==> src/hdl/lrc_pkg.sv <==
// Shared types and constants for the line rectangle clipper.
package lrc_pkg;

    // Configuration register indexes.
    typedef logic [1:0] t_cfg_idx;
    localparam t_cfg_idx CFG_WIN_LEFT   = 2'd0;
    localparam t_cfg_idx CFG_WIN_BOTTOM = 2'd1;
    localparam t_cfg_idx CFG_WIN_RIGHT  = 2'd2;
    localparam t_cfg_idx CFG_WIN_TOP    = 2'd3;

    // Outcode bit positions.
    typedef logic [3:0] t_outcode;
    localparam int OC_LEFT   = 0;
    localparam int OC_RIGHT  = 1;
    localparam int OC_BOTTOM = 2;
    localparam int OC_TOP    = 3;

    // Reset values of the window registers.
    localparam int WIN_LEFT_RST   = 0;
    localparam int WIN_BOTTOM_RST = 0;
    localparam int WIN_RIGHT_RST  = 639;
    localparam int WIN_TOP_RST    = 479;

endpackage

==> src/hdl/line_rect_clipper_top.sv <==
// Cohen-Sutherland line clipper with an iterative shared multiply and divide unit.
//
// A request is taken when i_start is high and o_busy is low. The segment is tested
// against the window; each move of an outside endpoint passes the test, multiply,
// divide and update states, where the bit-serial restoring divider forms the
// 2*COORD_BITS+1 quotient bits; the divide state is skipped when the divisor is
// zero. An item takes at most MAX_PASSES moves. The result shows for exactly one
// cycle with o_valid and must be taken then, and o_busy is already low in that cycle.
// A rejected segment reports o_visible low with all coordinates zero.
module line_rect_clipper_top #(
    parameter int COORD_BITS = 16,
    parameter int MAX_PASSES = 8
) (
    input  logic                         i_clk,
    input  logic                         i_rst_n,
    input  logic                         i_start,
    output logic                         o_busy,
    input  logic signed [COORD_BITS-1:0] i_start_x,
    input  logic signed [COORD_BITS-1:0] i_start_y,
    input  logic signed [COORD_BITS-1:0] i_end_x,
    input  logic signed [COORD_BITS-1:0] i_end_y,
    input  logic                         i_cfg_we,
    input  lrc_pkg::t_cfg_idx            i_cfg_addr,
    input  logic signed [COORD_BITS-1:0] i_cfg_data,
    output logic                         o_valid,
    output logic                         o_visible,
    output logic signed [COORD_BITS-1:0] o_clip_start_x,
    output logic signed [COORD_BITS-1:0] o_clip_start_y,
    output logic signed [COORD_BITS-1:0] o_clip_end_x,
    output logic signed [COORD_BITS-1:0] o_clip_end_y
);
    import lrc_pkg::*;

    localparam int W  = COORD_BITS;
    localparam int P  = 2 * W + 1;            // dividend and quotient bits
    localparam int CW = $clog2(P);
    localparam int PW = $clog2(MAX_PASSES + 1);

    localparam logic [2:0] S_IDLE = 3'd0;
    localparam logic [2:0] S_TEST = 3'd1;
    localparam logic [2:0] S_MUL  = 3'd2;
    localparam logic [2:0] S_DIV  = 3'd3;
    localparam logic [2:0] S_MOVE = 3'd4;

    localparam logic signed [W+2:0] C_MAX = {4'b0000, {(W-1){1'b1}}};
    localparam logic signed [W+2:0] C_MIN = {4'b1111, {(W-1){1'b0}}};

    logic [2:0]            r_state;
    logic [PW-1:0]         r_pass;
    logic [CW-1:0]         r_cnt;
    logic signed [W-1:0]   r_win_left, r_win_bottom, r_win_right, r_win_top;
    logic signed [W-1:0]   r_x0, r_y0, r_x1, r_y1;
    logic signed [W:0]     r_d, r_t, r_den;
    logic signed [W-1:0]   r_base, r_fixed;
    logic                  r_interp_x;       // interpolated value is an x coordinate
    logic                  r_move0;          // the first endpoint is the one moved
    logic                  r_neg;
    logic [P-1:0]          r_dq;
    logic [W:0]            r_rem;
    logic [W:0]            r_dv;
    logic                  r_valid, r_visible;
    logic signed [W-1:0]   r_out_x0, r_out_y0, r_out_x1, r_out_y1;

    function automatic t_outcode outcode(input logic signed [W-1:0] x,
                                         input logic signed [W-1:0] y);
        t_outcode c;
        c = '0;
        if (x < r_win_left) begin
            c[OC_LEFT] = 1'b1;
        end else if (x > r_win_right) begin
            c[OC_RIGHT] = 1'b1;
        end
        if (y < r_win_bottom) begin
            c[OC_BOTTOM] = 1'b1;
        end else if (y > r_win_top) begin
            c[OC_TOP] = 1'b1;
        end
        return c;
    endfunction

    function automatic logic signed [W:0] sub_ext(input logic signed [W-1:0] a,
                                                  input logic signed [W-1:0] b);
        return $signed({a[W-1], a}) - $signed({b[W-1], b});
    endfunction

    t_outcode c0, c1, oc;
    logic     trivial_in, trivial_out;

    assign c0 = outcode(r_x0, r_y0);
    assign c1 = outcode(r_x1, r_y1);
    assign oc = (c0 != '0) ? c0 : c1;
    assign trivial_in  = (c0 | c1) == '0;
    assign trivial_out = ((c0 & c1) != '0) || (r_pass >= PW'(MAX_PASSES));

    // Operand selection for the next boundary move.
    logic signed [W:0]   n_d, n_t, n_den;
    logic signed [W-1:0] n_base, n_fixed;
    logic                n_interp_x;

    always_comb begin
        if (oc[OC_TOP]) begin
            n_base = r_x0; n_d = sub_ext(r_x1, r_x0);
            n_t = sub_ext(r_win_top, r_y0); n_den = sub_ext(r_y1, r_y0);
            n_fixed = r_win_top; n_interp_x = 1'b1;
        end else if (oc[OC_BOTTOM]) begin
            n_base = r_x0; n_d = sub_ext(r_x1, r_x0);
            n_t = sub_ext(r_win_bottom, r_y0); n_den = sub_ext(r_y1, r_y0);
            n_fixed = r_win_bottom; n_interp_x = 1'b1;
        end else if (oc[OC_RIGHT]) begin
            n_base = r_y0; n_d = sub_ext(r_y1, r_y0);
            n_t = sub_ext(r_win_right, r_x0); n_den = sub_ext(r_x1, r_x0);
            n_fixed = r_win_right; n_interp_x = 1'b0;
        end else begin
            n_base = r_y0; n_d = sub_ext(r_y1, r_y0);
            n_t = sub_ext(r_win_left, r_x0); n_den = sub_ext(r_x1, r_x0);
            n_fixed = r_win_left; n_interp_x = 1'b0;
        end
    end

    // Magnitudes and the single shared multiplier.
    logic [W:0]     mag_d, mag_t, mag_den;
    logic [2*W+1:0] prod;

    assign mag_d   = r_d[W]   ? (~r_d + 1'b1)   : r_d;
    assign mag_t   = r_t[W]   ? (~r_t + 1'b1)   : r_t;
    assign mag_den = r_den[W] ? (~r_den + 1'b1) : r_den;
    assign prod    = mag_d * mag_t;

    // One restoring division step.
    logic [W+1:0] rem_sh, trial;
    logic         q_bit;

    assign rem_sh = {r_rem, r_dq[P-1]};
    assign trial  = rem_sh - {1'b0, r_dv};
    assign q_bit  = rem_sh >= {1'b0, r_dv};

    // Final sum with saturation to the coordinate range.
    logic [W:0]          q_sat;
    logic signed [W+2:0] base_ext, q_ext, sum;
    logic signed [W-1:0] new_coord;

    assign q_sat    = (|r_dq[P-1:W+1]) ? {1'b1, {W{1'b0}}} : r_dq[W:0];
    assign base_ext = {{3{r_base[W-1]}}, r_base};
    assign q_ext    = {2'b00, q_sat};
    assign sum      = r_neg ? (base_ext - q_ext) : (base_ext + q_ext);

    always_comb begin
        if (sum > C_MAX) begin
            new_coord = C_MAX[W-1:0];
        end else if (sum < C_MIN) begin
            new_coord = C_MIN[W-1:0];
        end else begin
            new_coord = sum[W-1:0];
        end
    end

    // Control state and configuration.
    always_ff @(posedge i_clk) begin
        if (!i_rst_n) begin
            r_state      <= S_IDLE;
            r_pass       <= '0;
            r_cnt        <= '0;
            r_valid      <= 1'b0;
            r_win_left   <= W'(WIN_LEFT_RST);
            r_win_bottom <= W'(WIN_BOTTOM_RST);
            r_win_right  <= W'(WIN_RIGHT_RST);
            r_win_top    <= W'(WIN_TOP_RST);
        end else begin
            r_valid <= 1'b0;
            if (i_cfg_we) begin
                case (i_cfg_addr)
                    CFG_WIN_LEFT:   r_win_left   <= i_cfg_data;
                    CFG_WIN_BOTTOM: r_win_bottom <= i_cfg_data;
                    CFG_WIN_RIGHT:  r_win_right  <= i_cfg_data;
                    CFG_WIN_TOP:    r_win_top    <= i_cfg_data;
                    default: ;
                endcase
            end
            case (r_state)
                S_IDLE: begin
                    if (i_start) begin
                        r_state <= S_TEST;
                        r_pass  <= '0;
                    end
                end
                S_TEST: begin
                    if (trivial_in || trivial_out) begin
                        r_state <= S_IDLE;
                        r_valid <= 1'b1;
                    end else begin
                        r_state <= S_MUL;
                    end
                end
                S_MUL: begin
                    r_cnt   <= '0;
                    r_state <= (r_den == '0) ? S_MOVE : S_DIV;
                end
                S_DIV: begin
                    r_cnt <= r_cnt + 1'b1;
                    if (r_cnt == CW'(P - 1)) begin
                        r_state <= S_MOVE;
                    end
                end
                S_MOVE: begin
                    r_pass  <= r_pass + 1'b1;
                    r_state <= S_TEST;
                end
                default: r_state <= S_IDLE;
            endcase
        end
    end

    // Datapath registers.
    always_ff @(posedge i_clk) begin
        case (r_state)
            S_IDLE: begin
                if (i_start) begin
                    r_x0 <= i_start_x;
                    r_y0 <= i_start_y;
                    r_x1 <= i_end_x;
                    r_y1 <= i_end_y;
                end
            end
            S_TEST: begin
                r_base     <= n_base;
                r_d        <= n_d;
                r_t        <= n_t;
                r_den      <= n_den;
                r_fixed    <= n_fixed;
                r_interp_x <= n_interp_x;
                r_move0    <= c0 != '0;
                r_visible  <= trivial_in;
                r_out_x0   <= trivial_in ? r_x0 : '0;
                r_out_y0   <= trivial_in ? r_y0 : '0;
                r_out_x1   <= trivial_in ? r_x1 : '0;
                r_out_y1   <= trivial_in ? r_y1 : '0;
            end
            S_MUL: begin
                r_rem <= '0;
                r_dv  <= mag_den;
                if (r_den == '0) begin
                    // A zero divisor leaves the base coordinate unchanged.
                    r_dq  <= '0;
                    r_neg <= 1'b0;
                end else begin
                    r_dq  <= prod[P-1:0];
                    r_neg <= r_d[W] ^ r_t[W] ^ r_den[W];
                end
            end
            S_DIV: begin
                r_rem <= q_bit ? trial[W:0] : rem_sh[W:0];
                r_dq  <= {r_dq[P-2:0], q_bit};
            end
            S_MOVE: begin
                if (r_move0) begin
                    r_x0 <= r_interp_x ? new_coord : r_fixed;
                    r_y0 <= r_interp_x ? r_fixed : new_coord;
                end else begin
                    r_x1 <= r_interp_x ? new_coord : r_fixed;
                    r_y1 <= r_interp_x ? r_fixed : new_coord;
                end
            end
            default: ;
        endcase
    end

    assign o_busy         = r_state != S_IDLE;
    assign o_valid        = r_valid;
    assign o_visible      = r_visible;
    assign o_clip_start_x = r_out_x0;
    assign o_clip_start_y = r_out_y0;
    assign o_clip_end_x   = r_out_x1;
    assign o_clip_end_y   = r_out_y1;

    a_valid_single : assert property (@(posedge i_clk) disable iff (!i_rst_n)
        o_valid |=> !o_valid)
        else $error("result strobe held for more than one cycle");

    a_reject_zero : assert property (@(posedge i_clk) disable iff (!i_rst_n)
        (o_valid && !o_visible) |-> (o_clip_start_x == '0 && o_clip_start_y == '0
                                     && o_clip_end_x == '0 && o_clip_end_y == '0))
        else $error("rejected segment carries nonzero coordinates");

    a_pass_bound : assert property (@(posedge i_clk) disable iff (!i_rst_n)
        r_pass <= PW'(MAX_PASSES))
        else $error("move counter passed its limit");

    a_div_rem : assert property (@(posedge i_clk) disable iff (!i_rst_n)
        (r_state == S_DIV) |-> (r_dv != '0 && r_rem < r_dv))
        else $error("divider remainder out of range");

    a_start_busy : assert property (@(posedge i_clk) disable iff (!i_rst_n)
        (i_start && !o_busy) |=> (o_busy && !o_valid))
        else $error("accepted request did not raise busy");

endmodule
==> config.mk <==
export PLATFORM = sky130hd
export DESIGN_NAME = line_rect_clipper_top
export DESIGN_NICKNAME = d
export VERILOG_FILES = /design/src/hdl/lrc_pkg.sv /design/src/hdl/line_rect_clipper_top.sv
export SDC_FILE = /design/constraint.sdc
export NUM_CORES = 2
export LEC_CHECK = 0
export BUFFER_PORTS_ARGS = -buffer_cell sky130_fd_sc_hd__buf_2
export CORE_UTILIZATION = 60
export CTS_CLUSTER_SIZE = 8
export DETAILED_ROUTE_END_ITERATION = 8
export HOLD_SLACK_MARGIN = 0.06
export PLACE_DENSITY = 0.83
export SLEW_MARGIN = 20
export SYNTH_ARGS = -nofsm -noshare
export SYNTH_HDL_FRONTEND = slang
export SYNTH_SLANG_ARGS = --single-unit
==> constraint.sdc <==
create_clock -name i_clk -period 24.9 [get_ports i_clk]
set_input_delay 2.49 -clock i_clk [delete_from_list [all_inputs] [get_ports i_clk]]
set_output_delay 2.49 -clock i_clk [all_outputs]
set_load 0.05 [all_outputs]
; After elaboration in Yosys (flattened, before gate mapping)
; Cells that the tools add are included.
[word_totals]
ram_bits = 0
elab_cells = 156
mem_bits_ro = 0
register_bits = 360
memories = 0
out_inout_bits = 67
in_bits = 86
latch_bits = 0
[op_classes]
n_mul = 1
n_reduce_logical = 21
shifts = 0
magnitude_cmp = 12
div = 0
bitwise = 7
muxes = 60
eq_ne = 12
addsub = 14
[ops]
columns = cell, n
row1 = two-way mux 16 bit, 18
row2 = two-way mux 17 bit, 11
row3 = case mux 16 bit (2 select lines), 4
row4 = subtractor 16 x 16 -> 17 bit, 6
row5 = case mux 33 bit (2 select lines), 1
row6 = > comparator 16 bit, 4
row7 = < comparator 16 bit, 4
row8 = "adder 17 x 1 -> 17 bit, second input constant", 3
row9 = inverter 17 bit, 3
row10 = case mux 17 bit (2 select lines), 1
row11 = multiplier 17 x 17 -> 33 bit, 1
row12 = two-way mux 33 bit, 1
row13 = adder 16 x 18 -> 19 bit, 1
row14 = "> comparator 19 x 16 -> 1 bit, second input constant", 1
row15 = "< comparator 19 x 16 -> 1 bit, second input constant", 1
row16 = two-way mux 19 bit, 1
row17 = subtractor 16 x 18 -> 19 bit, 1
row18 = >= comparator 18 x 17 -> 1 bit, 1
row19 = logical NOT 17 bit, 1
row20 = subtractor 17 bit, 1
row21 = OR reduction 16 bit, 1
row22 = case mux 3 bit (5 select lines), 1
row23 = two-way mux 1 bit, 14
row24 = AND reduction 2 bit, 7
row25 = other kinds (26), 39

; Depth between registers and ports, before layout
[logic_depth]
word_depth = 10
mapped_depth = 31
mapped_depth_nobuf = 29

; Worst setup path after synthesis
; OpenSTA, ideal clock, no wires.
[synth_timing]
path_type = register -> register
from = register r_state[0]
to = register r_state[1]
arrival_time_ps = 12418
path_slack_ps = 12366
path_stages_with_launch = 5
setup_time_ps = 116
path_buffers = 1
cell_sequence = dfxtp_1 clkbuf_1 nor3b_1 nand2_1 o21ai_0
[synth_via]
elab_chain_len = 3
elab_cells_between_ends = 9
[synth_rtl]
columns = item, line
row1 = "start, declared", line_rect_clipper_top.sv:48  ; logic [2:0] r_state;
row2 = "start signal, assigned", line_rect_clipper_top.sv:196  ; r_state <= (r_den == '0) ? S_MOVE : S_DIV;
row3 = == test 3 x 2 -> 1 bit / logical NOT 3 bit (equally long branches), line_rect_clipper_top.sv:179  ; case (r_state)
row4 = != test 2 bit (no line), -
row5 = AND reduction 2 bit (no line), -
; Several ways; a longest one is shown, not always the timed one.
; A chain may end at the register's enable or synchronous reset.

; Worst setup path after layout
[layout_timing]
from = register r_d[0]
to = register r_dq[31] (data pin)
[layout_via]
elab_chain_len = 6
[layout_rtl]
columns = item, line
row1 = "start, declared", line_rect_clipper_top.sv:53  ; logic signed [W:0] r_d, r_t, r_den;
row2 = "start signal, assigned", line_rect_clipper_top.sv:226  ; r_d <= n_d;
row3 = inverter 17 bit, line_rect_clipper_top.sv:124  ; assign mag_d = r_d[W] ? (~r_d + 1'b1) : r_d;
row4 = adder 17 x 1 -> 17 bit, line_rect_clipper_top.sv:124
row5 = two-way mux 17 bit (*), line_rect_clipper_top.sv:124
row6 = multiplier 17 x 17 -> 33 bit (*), line_rect_clipper_top.sv:127  ; assign prod = mag_d * mag_t;
row7 = two-way mux 33 bit (*), line_rect_clipper_top.sv:241  ; if (r_den == '0) begin
row8 = case mux 33 bit (2 select lines) (*), line_rect_clipper_top.sv:215  ; case (r_state)
row9 = "end signal, assigned", line_rect_clipper_top.sv:246  ; r_dq <= prod[P-1:0];
row10 = "end signal, assigned", line_rect_clipper_top.sv:252  ; r_dq <= {r_dq[P-2:0], q_bit};
row11 = "end, declared", line_rect_clipper_top.sv:58  ; logic [P-1:0] r_dq;
; Every way passes the cells marked *; elsewhere a longest branch is shown, timed or not.

==> summary.txt <==
Route
  • DR DRC count: 0
  • Post-DR vias/cell: 6.250
  • ANT nets after route: 0
  • DR vias: 28348
  • Routed len/inst: 22.98 um
  • DRT Wirelength: 104300 um
  • Initial DRC count: 2984
  • First-pass DRT Iterations: 6

Clocking
  • CTS H-tree lvls: 2
  • Clock Latency Late Sink: 0.64 ns
  • Reg clk slew, reported paths: 0.05 ns
  • Hold buffer count at cts: 0
  • Resized Gates After CTS: 0
  • CTS tree: done
  • Clock sinks: 360
  • Post-CTS Setup Bufs: 0
  • CTS max path bufs: 3
  • Num CTS Buffers: 52
  • Root Driver: clkbuf_16

Run status
  • Status: finished clean

Critical path
  • Crit path top cell by count: fa_1
  • Crit start category: flop
  • CP Class: flop to flop
  • CP max stage cell: xor2_1
  • Reg2reg setup slack: 15.71 ns
  • Reg2reg path depth: 26
  • Crit path required time: 25.33 ns
  • CP max stage delay: 0.92 ns
  • RR Endpoint: r_dq[31]
  • FF-to-FF Start: r_d[0]
  • Arr. time, crit path: 9.62 ns
  • Worst setup EP type: flop
  • Crit-path max FO: 11

Logic synthesis
  • Cells after Synth: 3650
  • Synth area leader: edfxtp_1
  • Syn. warnings: 0
  • Yosys reg bits: 360
  • Register area share after synthesis: 29.75%
  • Unique masters post-synth: 91
  • Post-synth top area share: 25.12%
  • Asr flop ratio synth: 0%
  • Mapped Area: 0.03371 sq mm
  • Number of synthesized flops with an enable pin: 282
  • Avg Cell Area, Syn: 9.236 sq um
  • Dominant cells by area after synthesis: edfxtp_1, fa_1, ha_1
  • Mapped Nets: 4273
  • Top_reg_cell synth: edfxtp_1

Finish
  • Synth-to-Final Area Change: 8.859%
  • # nets final: 4387
  • Commonest cells after routing, fill and taps aside: nand2_1, inv_1, ha_1
  • Diodes inserted: 0
  • Multi-input logic area: 0.02149 sq mm
  • Most common cell after layout, fill and taps aside: nand2_1
  • Share of cells above drive strength 1: 8.923%
  • # fillers: 4431
  • Register area: 0.01003 sq mm

Floorplan
  • Starting density of the core: 60.95%
  • DIE WIDTH: 239.0 um
  • # IOs: 153
  • Die Ht: 239.0 um
  • Core area: 0.05531 sq mm
  • Die ar.: 0.05714 sq mm
  • Placement Rows: 86

STA
  • Final Critical Period: 9.191 ns
  • Pins Over Slew Limit: 0
  • Post-route clock skew: 0.03892 ns
  • Slew HR: 20.11%
  • Final setup viols: 0
  • Final worst path period share: 36.91%
  • Slew at the pin closest to its max-slew limit: 1.190 ns
  • Max Clock Freq: 108.8 MHz
  • Fin Setup TNS: 0 ns
  • RSZ-0062 raised after global routing: false
  • Final hold vios: 0

GRT
  • Largest net degree at the start of global routing: 79
  • Vias in the first global route: 27773
  • Tot GR Track Use: 37.22%
  • Remaining Overflow, GRT: 0
  • First-pass GRT wire length: 160000 um
  • Antenna violations before repair: 3

Worst hold path
  • Worst Hold End: r_win_left[0]
  • Min-Delay Path Class: flop to flop
  • HP Start: r_win_left[0]
  • Hold depth: 2

Placement
  • PortBufs: 152
  • Routability congestion estimate: 1.035
  • DP HPWL: 80340 um

Flow run
  • # Max-Cap Violations: 0
## how the worst max path moves through the flow
stage                          start          to  slack [ns]  cells past startpoint
after floorplan           r_state[0]  r_state[1]       12.37                      4
after global placement        r_d[0]    r_dq[31]       16.04                     26
after detailed placement      r_d[0]    r_dq[31]       15.82                     26
after CTS                     r_d[0]    r_dq[31]       15.78                     26
after global routing          r_d[0]    r_dq[31]       15.05                     26
final                         r_d[0]    r_dq[31]       15.71                     26
## kinds of logic (layout without fill, tap and decap cells)
group | after synthesis | after routing | share of synthesized area (%)
and+or+nand+nor | 1155 | 1155 | 15.93
adders and majority gates | 537 | 537 | 25.08
muxes | 68 | 68 | 2.130
buffers and inverters | 578 | 716 | 6.662
DFF | 360 | 360 | 29.75
AOI/OAI and AO/OA | 753 | 753 | 15.24
xor gates and xnor gates | 199 | 199 | 5.215
## routing by layer
| layer | share of wire (%) | vias up | global-route usage (%) | wire, um |
|---|---|---|---|---|
| met5 | 0.035 | - | 0 | 36 |
| met4 | 7.1 | 6 | 22.30 | 7439 |
| met3 | 12 | 366 | 8.845 | 12920 |
| met2 | 42 | 1787 | 55.85 | 44020 |
| met1 | 38 | 13399 | 48.94 | 39850 |
| li1 | - | 12790 | - | - |
## per-stage QoR
stage	util [%]	worst slack [ns]	area, sq um	hold WS [ns]	std cells
floorplan	-	12.37	33710	0.4317	3650
global placement	63.59	16.04	35170	0.4752	4458
detailed placement	63.59	15.82	35170	0.4852	4458
CTS	66.32	15.78	36680	0.4920	4536
global route	66.35	15.05	36700	0.5124	4536
finish	66.35	15.71	36700	0.4921	4536
## cell type report
| class | count | area share [%] |
|---|---|---|
| clock buffer | 74 | 3.941 |
| clock inverter | 4 | 0.1841 |
| inverter | 449 | 4.593 |
| multi-input combinational | 2712 | 58.57 |
| sequential | 360 | 27.33 |
| tap | 748 | 2.550 |
| timing repair buffer | 189 | 2.830 |
## cell usage after synthesis, types with 18 or more instances
cell type  count
a21boi_0      55
edfxtp_1     282
mux2_2        30
xor2_1        70
fa_1         231
o21ai_0      129
a31oi_1       18
o211ai_1      38
nand4_1       26
nor3_1        41
dfxtp_1       78
mux2i_1       38
or3_1         33
inv_1        448
xnor2_1      127
o31ai_1       27
o21ai_1       41
a21oi_1      133
a22oi_1       80
and2_1        93
a21o_1        41
nor2b_1       39
ha_1         306
nand2b_1      45
clkbuf_1     101
a22o_1        21
o21a_1        35
nand3_1       51
nor2_1       236
nand2_1      511
## flip-flops by register name, indices dropped and copies added (netlist names), 17 cells and up
| register | count |
|---|---|
| r_dq | 33 |
| r_d | 17 |
| r_rem | 17 |
| r_den | 17 |
| r_dv | 17 |
| r_t | 17 |
## worst max-delay path: cells and delay by family, from the launching register on
family                   cells  cell delay, ns
XOR/XNOR                     2            1.08
flip-flops                   1            0.51
AO/OA/AOI/OAI                8            2.67
buffers and inverters        4            0.49
adder cells (fa/ha/maj)      7            3.35
AND/OR/NAND/NOR              5            0.93
Power is not shown: default switching activity piles up to over one toggle a cycle in this logic, so the estimate is an artifact.
